### config.mk
export PLATFORM = sky130hd
export DESIGN_NAME = glyph_atlas_offset_core
export DESIGN_NICKNAME = d
export VERILOG_FILES = /design/src/hdl/gao_pkg.sv /design/src/hdl/gao_style_match.sv /design/src/hdl/gao_cell_map.sv /design/src/hdl/glyph_atlas_offset_core.sv
export VERILOG_INCLUDE_DIRS = /design/src /design/src/hdl
export SDC_FILE = /design/constraint.sdc
export NUM_CORES = 1
export LEC_CHECK = 0
export BUFFER_PORTS_ARGS = -buffer_cell sky130_fd_sc_hd__buf_4
export CORE_MARGIN = 2
export CORE_UTILIZATION = 49
export DETAILED_ROUTE_END_ITERATION = 16
export PLACE_DENSITY = 0.8
export SETUP_SLACK_MARGIN = 0.1
export SYNTH_ARGS = -nofsm -noshare
export SYNTH_HDL_FRONTEND = slang
export SYNTH_SLANG_ARGS = --single-unit
### constraint.sdc
create_clock -name clk_i -period 19.6 [get_ports clk_i]
set_input_delay 0.98 -clock clk_i [delete_from_list [all_inputs] [get_ports clk_i]]
set_output_delay 0.98 -clock clk_i [all_outputs]
set_load 0.1 [all_outputs]
### src/hdl/glyph_atlas_offset_core_defines.svh
// Assertion macros shared by the glyph atlas offset RTL.
`ifndef GLYPH_ATLAS_OFFSET_CORE_DEFINES_SVH
`define GLYPH_ATLAS_OFFSET_CORE_DEFINES_SVH

// Check a property on a named clock, skipped while the named reset is low.
`define GAO_ASSERT_CLK(lbl, clk, rst_n, prop, msg) \
  lbl: assert property (@(posedge clk) disable iff (!rst_n) (prop)) else $error(msg);

// Check a property on clk_i, skipped while rst_ni is low.
`define GAO_ASSERT(lbl, prop, msg) \
  `GAO_ASSERT_CLK(lbl, clk_i, rst_ni, prop, msg)

`endif

### src/hdl/gao_pkg.sv
// Types, constants and helper functions for the glyph atlas offset block.
package gao_pkg;

  localparam int BOX_COLS   = 20;
  localparam int BOX_ROWS   = 5;
  localparam int CHAR_FIRST = 32;
  localparam int CHAR_SPAN  = 99;
  localparam int CELL_X_MAX = 59;
  localparam int CELL_Y_MAX = 14;

  // Square-shell placement of boxes 0..7.
  localparam logic [1:0] BOX_COL [8] = '{2'd0, 2'd0, 2'd1, 2'd1, 2'd0, 2'd1, 2'd2, 2'd2};
  localparam logic [1:0] BOX_ROW [8] = '{2'd0, 2'd1, 2'd0, 2'd1, 2'd2, 2'd2, 2'd0, 2'd1};

  typedef enum logic [2:0] {
    CFG_STYLE_TABLE   = 3'd0,
    CFG_STYLE_COUNT   = 3'd1,
    CFG_DEFAULT_INDEX = 3'd2,
    CFG_GLYPH_WIDTH   = 3'd3,
    CFG_GLYPH_HEIGHT  = 3'd4
  } gao_cfg_e;

  typedef struct packed {
    logic [63:0] style_table;
    logic [3:0]  style_count;
    logic [2:0]  default_style_index;
    logic [7:0]  glyph_width;
    logic [7:0]  glyph_height;
  } gao_cfg_t;

  typedef struct packed {
    logic [7:0] style_code;
    logic [7:0] char_code;
  } gao_in_t;

  typedef struct packed {
    logic [13:0] pixel_x;
    logic [11:0] pixel_y;
    logic [5:0]  cell_x;
    logic [3:0]  cell_y;
    logic        style_found;
  } gao_out_t;

  typedef struct packed {
    logic       found;
    logic [2:0] box;
  } gao_match_t;

  typedef struct packed {
    logic [2:0] row;
    logic [4:0] col;
  } gao_cell_t;

  // Split a character index 0..99 into row (div 20) and column (mod 20).
  function automatic gao_cell_t gao_split_index(input logic [6:0] ci);
    gao_cell_t c;
    logic [6:0] base;
    if (ci >= 7'(4 * BOX_COLS)) begin
      c.row = 3'd4;
    end else if (ci >= 7'(3 * BOX_COLS)) begin
      c.row = 3'd3;
    end else if (ci >= 7'(2 * BOX_COLS)) begin
      c.row = 3'd2;
    end else if (ci >= 7'(BOX_COLS)) begin
      c.row = 3'd1;
    end else begin
      c.row = 3'd0;
    end
    base  = 7'({4'd0, c.row} * 7'(BOX_COLS));
    c.col = 5'(ci - base);
    return c;
  endfunction

endpackage

### src/hdl/gao_style_match.sv
// Priority match of a style code against the configured style table.
module gao_style_match #(
  parameter int MAX_STYLES = 8
) (
  input  gao_pkg::gao_cfg_t   cfg_i,
  input  logic [7:0]          style_code_i,
  output gao_pkg::gao_match_t match_o
);
  import gao_pkg::*;

  always_comb begin
    match_o.found = 1'b0;
    match_o.box   = cfg_i.default_style_index;
    // Walk downward so the lowest matching entry wins.
    for (int k = MAX_STYLES - 1; k >= 0; k--) begin
      if ((4'(k) < cfg_i.style_count) && (cfg_i.style_table[8*k +: 8] == style_code_i)) begin
        match_o.found = 1'b1;
        match_o.box   = 3'(k);
      end
    end
  end

endmodule

### src/hdl/gao_cell_map.sv
// Cell and pixel offset of a glyph from its box and character code.
module gao_cell_map (
  input  gao_pkg::gao_cfg_t   cfg_i,
  input  logic [7:0]          char_code_i,
  input  gao_pkg::gao_match_t match_i,
  output gao_pkg::gao_out_t   result_o
);
  import gao_pkg::*;

  logic [6:0] char_idx;
  gao_cell_t  char_pos;
  logic [5:0] cell_x;
  logic [3:0] cell_y;

  always_comb begin
    // Drop out-of-range characters to cell zero of the box.
    if ((char_code_i >= 8'(CHAR_FIRST)) && (char_code_i <= 8'(CHAR_FIRST + CHAR_SPAN))) begin
      char_idx = 7'(char_code_i - 8'(CHAR_FIRST));
    end else begin
      char_idx = 7'd0;
    end
    char_pos = gao_split_index(char_idx);
    cell_x   = 6'({4'd0, BOX_COL[match_i.box]} * 6'(BOX_COLS)) + {1'b0, char_pos.col};
    cell_y   = 4'({2'd0, BOX_ROW[match_i.box]} * 4'(BOX_ROWS)) + {1'b0, char_pos.row};

    result_o.pixel_x     = {8'd0, cell_x} * {6'd0, cfg_i.glyph_width};
    result_o.pixel_y     = {8'd0, cell_y} * {4'd0, cfg_i.glyph_height};
    result_o.cell_x      = cell_x;
    result_o.cell_y      = cell_y;
    result_o.style_found = match_i.found;
  end

endmodule

### src/hdl/glyph_atlas_offset_core.sv
// Top level of the glyph atlas offset block: config registers and two-register pipeline.
//
//   port group   direction  handshake            beat
//   cfg_*        in         cfg_valid/cfg_ready  register index + 64-bit data
//   in_*         in         in_valid/in_stall    style_code, char_code
//   out_*        out        out_valid/out_stall  pixel_x/y, cell_x/y, style_found
//
// One beat accepted per cycle while in_stall_o is low; its result is registered in two steps
// (input register, then result register after lookup, cell split and multiply).
// Reset clears all config registers to zero and empties both stages.
// A stalled output holds its beat; the input register still takes a beat while
// the result register is stalled, as long as the input register is empty.
`include "glyph_atlas_offset_core_defines.svh"
module glyph_atlas_offset_core #(
  parameter int MAX_STYLES = 8
) (
  input  logic              clk_i,
  input  logic              rst_ni,
  input  logic              cfg_valid_i,
  output logic              cfg_ready_o,
  input  logic [2:0]        cfg_index_i,
  input  logic [63:0]       cfg_data_i,
  input  logic              in_valid_i,
  output logic              in_stall_o,
  input  gao_pkg::gao_in_t  in_data_i,
  output logic              out_valid_o,
  input  logic              out_stall_i,
  output gao_pkg::gao_out_t out_data_o
);
  import gao_pkg::*;

  gao_cfg_t   cfg_q;
  logic       s1_valid_q;
  gao_in_t    s1_data_q;
  logic       out_valid_q;
  gao_out_t   out_data_q;
  logic       s1_adv;
  gao_match_t match;
  gao_out_t   result;

  assign cfg_ready_o = 1'b1;

  always_ff @(posedge clk_i or negedge rst_ni) begin
    if (!rst_ni) begin
      cfg_q <= '0;
    end else if (cfg_valid_i && cfg_ready_o) begin
      case (gao_cfg_e'(cfg_index_i))
        CFG_STYLE_TABLE:   cfg_q.style_table         <= cfg_data_i;
        CFG_STYLE_COUNT:   cfg_q.style_count         <= cfg_data_i[3:0];
        CFG_DEFAULT_INDEX: cfg_q.default_style_index <= cfg_data_i[2:0];
        CFG_GLYPH_WIDTH:   cfg_q.glyph_width         <= cfg_data_i[7:0];
        CFG_GLYPH_HEIGHT:  cfg_q.glyph_height        <= cfg_data_i[7:0];
        default: ;
      endcase
    end
  end

  assign s1_adv     = !out_valid_q || !out_stall_i;
  assign in_stall_o = s1_valid_q && !s1_adv;

  always_ff @(posedge clk_i or negedge rst_ni) begin
    if (!rst_ni) begin
      s1_valid_q  <= 1'b0;
      out_valid_q <= 1'b0;
    end else begin
      if (!in_stall_o) begin
        s1_valid_q <= in_valid_i;
      end
      if (s1_adv) begin
        out_valid_q <= s1_valid_q;
      end
    end
  end

  always_ff @(posedge clk_i) begin
    if (in_valid_i && !in_stall_o) begin
      s1_data_q <= in_data_i;
    end
    if (s1_valid_q && s1_adv) begin
      out_data_q <= result;
    end
  end

  gao_style_match #(
    .MAX_STYLES(MAX_STYLES)
  ) u_match (
    .cfg_i       (cfg_q),
    .style_code_i(s1_data_q.style_code),
    .match_o     (match)
  );

  gao_cell_map u_cell (
    .cfg_i      (cfg_q),
    .char_code_i(s1_data_q.char_code),
    .match_i    (match),
    .result_o   (result)
  );

  assign out_valid_o = out_valid_q;
  assign out_data_o  = out_data_q;

  `GAO_ASSERT(a_stall_needs_beat, in_stall_o |-> s1_valid_q, "input stalled with empty stage")
  `GAO_ASSERT(a_free_slot_advances, (s1_valid_q && !out_valid_q) |=> out_valid_q, "beat not advanced")
  `GAO_ASSERT(a_cell_x_range, out_valid_o |-> (out_data_o.cell_x <= 6'(CELL_X_MAX)), "cell_x out of range")
  `GAO_ASSERT(a_cell_y_range, out_valid_o |-> (out_data_o.cell_y <= 4'(CELL_Y_MAX)), "cell_y out of range")

endmodule
Word-level counts from Yosys, hierarchy flattened
Memories as Yosys holds them, arrays and structs flattened.
Index checks and enable logic that the tools add are counted.
- bitwise gates (word level): 1
- eq/ne operators: 12
- $add $sub $neg: 4
- $lt $le $gt $ge: 15
- multipliers: 5
- muxes and demuxes: 17
- reduce and logical (&&, ||, !) cells: 24
- operators with widths (kind ; count):
    == test 8 bit ; 8
    2-to-1 mux 3 bit ; 10
    < comparator 3 x 4 -> 1 bit, first input constant ; 4
    >= comparator 7 x 6 -> 1 bit, second input constant ; 2
    multiplier 6 x 8 -> 14 bit ; 1
    logical AND 1 bit ; 12
    multiplier 4 x 8 -> 12 bit ; 1
    AND reduction 2 bit ; 5
    >= comparator 8 x 6 -> 1 bit, second input constant ; 1
    less-or-equal comparator 8 bit, second input constant ; 1
    < comparator 1 x 4 -> 1 bit, first input constant ; 2
    < comparator 2 x 4 -> 1 bit, first input constant ; 2
    multiplier 2 x 3 -> 4 bit, second input constant ; 2
    2-to-1 mux 2 bit ; 4
    >= comparator 7 x 5 -> 1 bit, second input constant ; 1
    >= comparator 7 bit, second input constant ; 1
    2-to-1 mux 7 bit ; 1
    OR reduction 7 bit ; 1
    subtractor 7 x 6 -> 7 bit, second input constant ; 1
    adder 6 x 5 -> 6 bit ; 1
    == test 3 x 2 -> 1 bit, second input constant ; 2
    subtractor 5 bit ; 1
    adder 4 x 3 -> 4 bit ; 1
    >= comparator 4 bit, second input constant ; 1
    other kinds (9) ; 12
- memories kept: 2
- output and inout bits: 40
- memory bits (read-only): 32
- register bits: 142
- input bits: 88
- memories (name ; depth ; bits a word ; rd ports ; clocked after Yosys merged registers in ; wr ports ; line ; text):
    (no name shown) ; 8 ; 2 ; 1 ; 0 ; 0 ; gao_cell_map.sv:24 ; cell_y = 4'({2'd0, BOX_ROW[match_i.box]} * 4'(BOX_ROWS)) + {1'b0, char_pos.row};
    (no name shown) ; 8 ; 2 ; 1 ; 0 ; 0 ; gao_cell_map.sv:23 ; cell_x = 6'({4'd0, BOX_COL[match_i.box]} * 6'(BOX_COLS)) + {1'b0, char_pos.col};

Logic depth before layout (Yosys ltp)
- word-level depth: 17
- depth in mapped cells: 27
- gate-level depth less buffers: 25

Hierarchy
Synthesis repeated with hierarchy kept, for this count alone.
- cell total of the unflattened synthesis: 714
- area total of the unflattened synthesis: 8971.1 sq um
- by module, submodules not included (module ; cells each ; area each (sq um) ; instances ; sequential area each (sq um)):
    glyph_atlas_offset_core ; 250 ; 5266.3 ; 1 ; 3818.7
    gao_cell_map ; 345 ; 2801.4 ; 1 ; 0.0
    gao_style_match ; 119 ; 903.4 ; 1 ; 0.0

Least setup slack after synthesis
No wires, ideal clock.
- kind: flip-flop to flip-flop
- from: reg s1_data_q[5] (netlist bit)
- to: reg out_data_q, in the netlist out_data_o[36] (data pin)
- buffers on the path: 1
- clock period less this slack: 6238 ps
- setup slack: 13362 ps
- setup time: 195 ps
- cell stages (with the launch flop): 27
- data arrival time: 6043 ps
- cells stage by stage: edfxtp_1 > a21o_1 > a22o_1 > a21oi_1 > o21a_1 > nor2_1 > ha_1 > fa_1 > inv_1 > ha_1 > a21o_1 > a21oi_1 > inv_1 > and3_4 > buf_6 > or3b_1 > fa_1 > fa_1 > fa_1 > inv_1 > ha_1 > a21o_1 > a21oi_1 > nor2b_1 > o21ai_0 > a21oi_1 > o311ai_0
- RTL lines (element ; line ; text):
    start: declaration ; glyph_atlas_offset_core.sv:34 ; gao_in_t s1_data_q;
    start signal: assignment ; glyph_atlas_offset_core.sv:77 ; s1_data_q <= in_data_i;
    end signal: assignment ; glyph_atlas_offset_core.sv:80 ; out_data_q <= result;
    end: declaration ; glyph_atlas_offset_core.sv:36 ; gao_out_t out_data_q;

==> impl_metrics.csv <==
group,metric,value,unit
outcome,run_status,"finished, final reports clean",
synthesis,synthCells,715,
grt,grt_pass1_vias,5979,
detailed_routing,post_drt_wl_per_cell,17.16,um
critical_path,path_common_cell,"fa_1",
clocking,numCtsBuffers,17,
critical_path,r2r_start,"s1_data_q[9]",
critical_path,cp_top_family,"adder cells",
synthesis,synth.lib_cells_used.distinct,53,
critical_path,r2r_end,"out_data_o[36]",
synthesis,synth_nets,889,
clocking,htree_levels,4,
placed_design,port_buffers,126,
timing,grt_setup_unrepaired,"false",
timing,tns,0,ps
timing,max_freq,139.5,MHz
floorplan,die_area,18740,um2
grt,grt_overflow,0,
timing,slew-limit-headroom,42.26,%
synthesis,syn_area,8656,um2
min_path,hold-path-endpoint,"out_valid_o",
clocking,cts.sinks,142,
power,ir_drop,151.0,uV
layout,nets,1017,
placed_design,gp_congestion,0.8346,
grt,antenna_found_initial,0,
synthesis,async_flop_share,62.68,%
critical_path,cpMaxStageDelayCell,"edfxtp_1",
timing,clock_skew,6.761,ps
min_path,min_from,"s1_valid_q",
synthesis,syn_area_per_cell,12.11,um2
clocking,clockBufferDepth,2,
critical_path,cp_num_buf_inv,2,
placed_design,hpwl,13.91,mm
timing,drv_slew,0,
clocking,cts_resized,0,
critical_path,crit_path_end_kind,"flop",
placed_design,pre_cts_ws,12610,ps
critical_path,cp_max_fo,9,
synthesis,ys.flop_type,"dfrtp_1",
timing,final.period_utilization,36.58,%
synthesis,synth_most_common_cell,"dfrtp_1",
timing,setup_viol,0,
clocking,root_buffer,"clkbuf_16",
synthesis,synth_area_leaders,"dfrtp_1 26%, edfxtp_1 18%, mux2_2 11%, fa_1 9.3%, ha_1 6.6%",
power,p_leak,4.715,nW
critical_path,r2r_cells,22,
timing,hold_violations,0,
detailed_routing,dr_total_vias,5809,
grt,grt_pass1_wl,30.22,mm
critical_path,reg2reg_slack,12430,ps
placed_design,dp_cells,1049,
timing,post-route-worst-setup-slack,12430,ps
flow_run,maxCapViolCount,0,
detailed_routing,remaining_drc_errors,0,
layout,fin_util,60.04,%
critical_path,path_cells,"xnor2_1, nand4_1, nor3_1, o311ai_0, nand2_1, inv_1, o2bb2ai_1, ha_1, fa_1, xor2_1, nand2_1, fa_1, fa_1, fa_1, inv_1, ha_1, a21o_1, a21oi_1, nor2b_1, o21ai_0, a21oi_1, o311ai_0",
timing,worstMarginPinSlew,855.2,ps
synthesis,yosysTopAreaCell,"dfrtp_1",
synthesis,synth_common_cells,"89 x dfrtp_1, 85 x mux2_2, 59 x inv_1",
min_path,worstHoldPathType,"reg -> reg",
detailed_routing,vias_per_cell,5.374,
grt,grt_max_degree,57,
detailed_routing,totalWireLength,18.55,mm
synthesis,yosysTopAreaCellShare,25.73,%
floorplan,core,17300,um2
layout,antenna_cells,0,
floorplan,pin_count,128,
detailed_routing,drtAntennaViolNets,0,
clocking,clkTransAtPathRegs,60,ps
detailed_routing,drtIter0Drc,342,
detailed_routing,drt_first_pass_iters,5,
synthesis,ys_ff_latch,142,
floorplan,die_x,136.9,um
floorplan,initial_utilization,50.04,%
critical_path,arrival,7400,ps
timing,fin_crit,7170,ps
synthesis,ys_seq_area_share,44.12,%
power,powerDensity,151.8,nW/um2
synthesis,yosys_warnings,0,
synthesis,synth_edf_count,53,
floorplan,die_y,136.9,um
min_path,min_path_cells,1,
critical_path,crit_path_start_kind,"flop",
critical_path,critPathKind,"reg -> reg",
critical_path,critPathMaxStageDelay,620,ps
layout,drive_gt1_share,29.67,%
clocking,cts_tree,"built",
clocking,clk_latency,430,ps
floorplan,rows,48,
grt,grt_util_all_layers,21.32,%
critical_path,cp.required,19820,ps
layout,area_growth,19.98,%
clocking,post_cts_buffers,0,
clocking,holdBufCountCts,0,
layout,instances_no_fill,1081,
-- metrics by stage --
stage | cell area [um2] | total power [mW] | hold WS [ps]
after floorplan | 8656 | 1.088 | 443.4
after global placement | 9776 | 1.231 | 472.4
after detailed placement | 9776 | 1.248 | 474.6
after CTS | 10390 | 1.591 | 490.3
after global routing | 10390 | 1.694 | 517.0
final | 10390 | 1.577 | 488.7
-- cell type report --
type	count	area [um2]
fillers	1423	6912
multi-input cells	493	4478
flip-flops and latches	142	3819
repair buffers	130	975.9
clock buffers	22	475.5
well taps	225	281.5
inverters	59	221.5
clock inverters	10	133.9
-- cell usage in the layout, fill, tap and decap left out, types with 15 or more instances in the layout --
cell | synthesis | routed
buf_4 | 2 | 130
dfrtp_1 | 89 | 89
mux2_2 | 85 | 85
inv_1 | 59 | 59
edfxtp_1 | 53 | 53
xor2_1 | 51 | 51
nand2_1 | 49 | 49
ha_1 | 46 | 46
fa_1 | 40 | 40
xnor2_1 | 32 | 32
and2_1 | 29 | 29
clkbuf_16 | 0 | 18
a21oi_1 | 15 | 15
-- registers in the layout (all words and copies together) (netlist names) --
register	count
s1_valid_q	1
out_data_o	37
cfg_q	87
out_valid_o	1
s1_data_q	16
-- how the worst max path moves through the flow --
stage,start,end,slack [ps],depth (start not counted)
after global routing,s1_data_q[9],out_data_o[36],12030,22
after floorplan,s1_data_q[5],out_data_o[36],13360,26
after global placement,s1_data_q[8],out_data_o[36],12820,22
final,s1_data_q[9],out_data_o[36],12430,22
after detailed placement,s1_data_q[9],out_data_o[36],12610,22
after CTS,s1_data_q[9],out_data_o[36],12560,22
-- per-layer routing --
layer / vias up / global-route usage [%] / part of all wire (%)
met5: - / 0 / 0
met4: 0 / 7.961 / 2.2
met3: 31 / 4.704 / 5.8
met2: 184 / 34.89 / 49
met1: 2855 / 27.90 / 43
li1: 2739 / - / -
-- cell families (layout without fill, tap and decap cells) --
group,after synthesis,after routing,synth area share [%]
buf+inv,80,221,4.337
mux,85,85,11.06
simple gates,168,168,10.48
other cells,1,1,0.04332
xor+xnor,83,83,8.398
flops,142,142,44.12
fa+ha+maj,86,86,15.90
compound gates,70,70,5.666
-- worst register-to-register path, delay by kind of cell, from the launching register on --
| kind | cells | cell delay [ps] |
|---|---|---|
| compound gates | 7 | 1780 |
| buf+inv | 2 | 110 |
| xor+xnor | 2 | 860 |
| simple gates | 5 | 1080 |
| flops | 1 | 620 |
| fa+ha+maj | 6 | 2530 |
-- where the power goes --
group	switching (mW)	internal, mW
clock network	0.123	0.210
registers	0.0543	0.408
logic	0.488	0.294
total	0.665	0.912
Note: power is estimated with default switching activity, not from simulation.
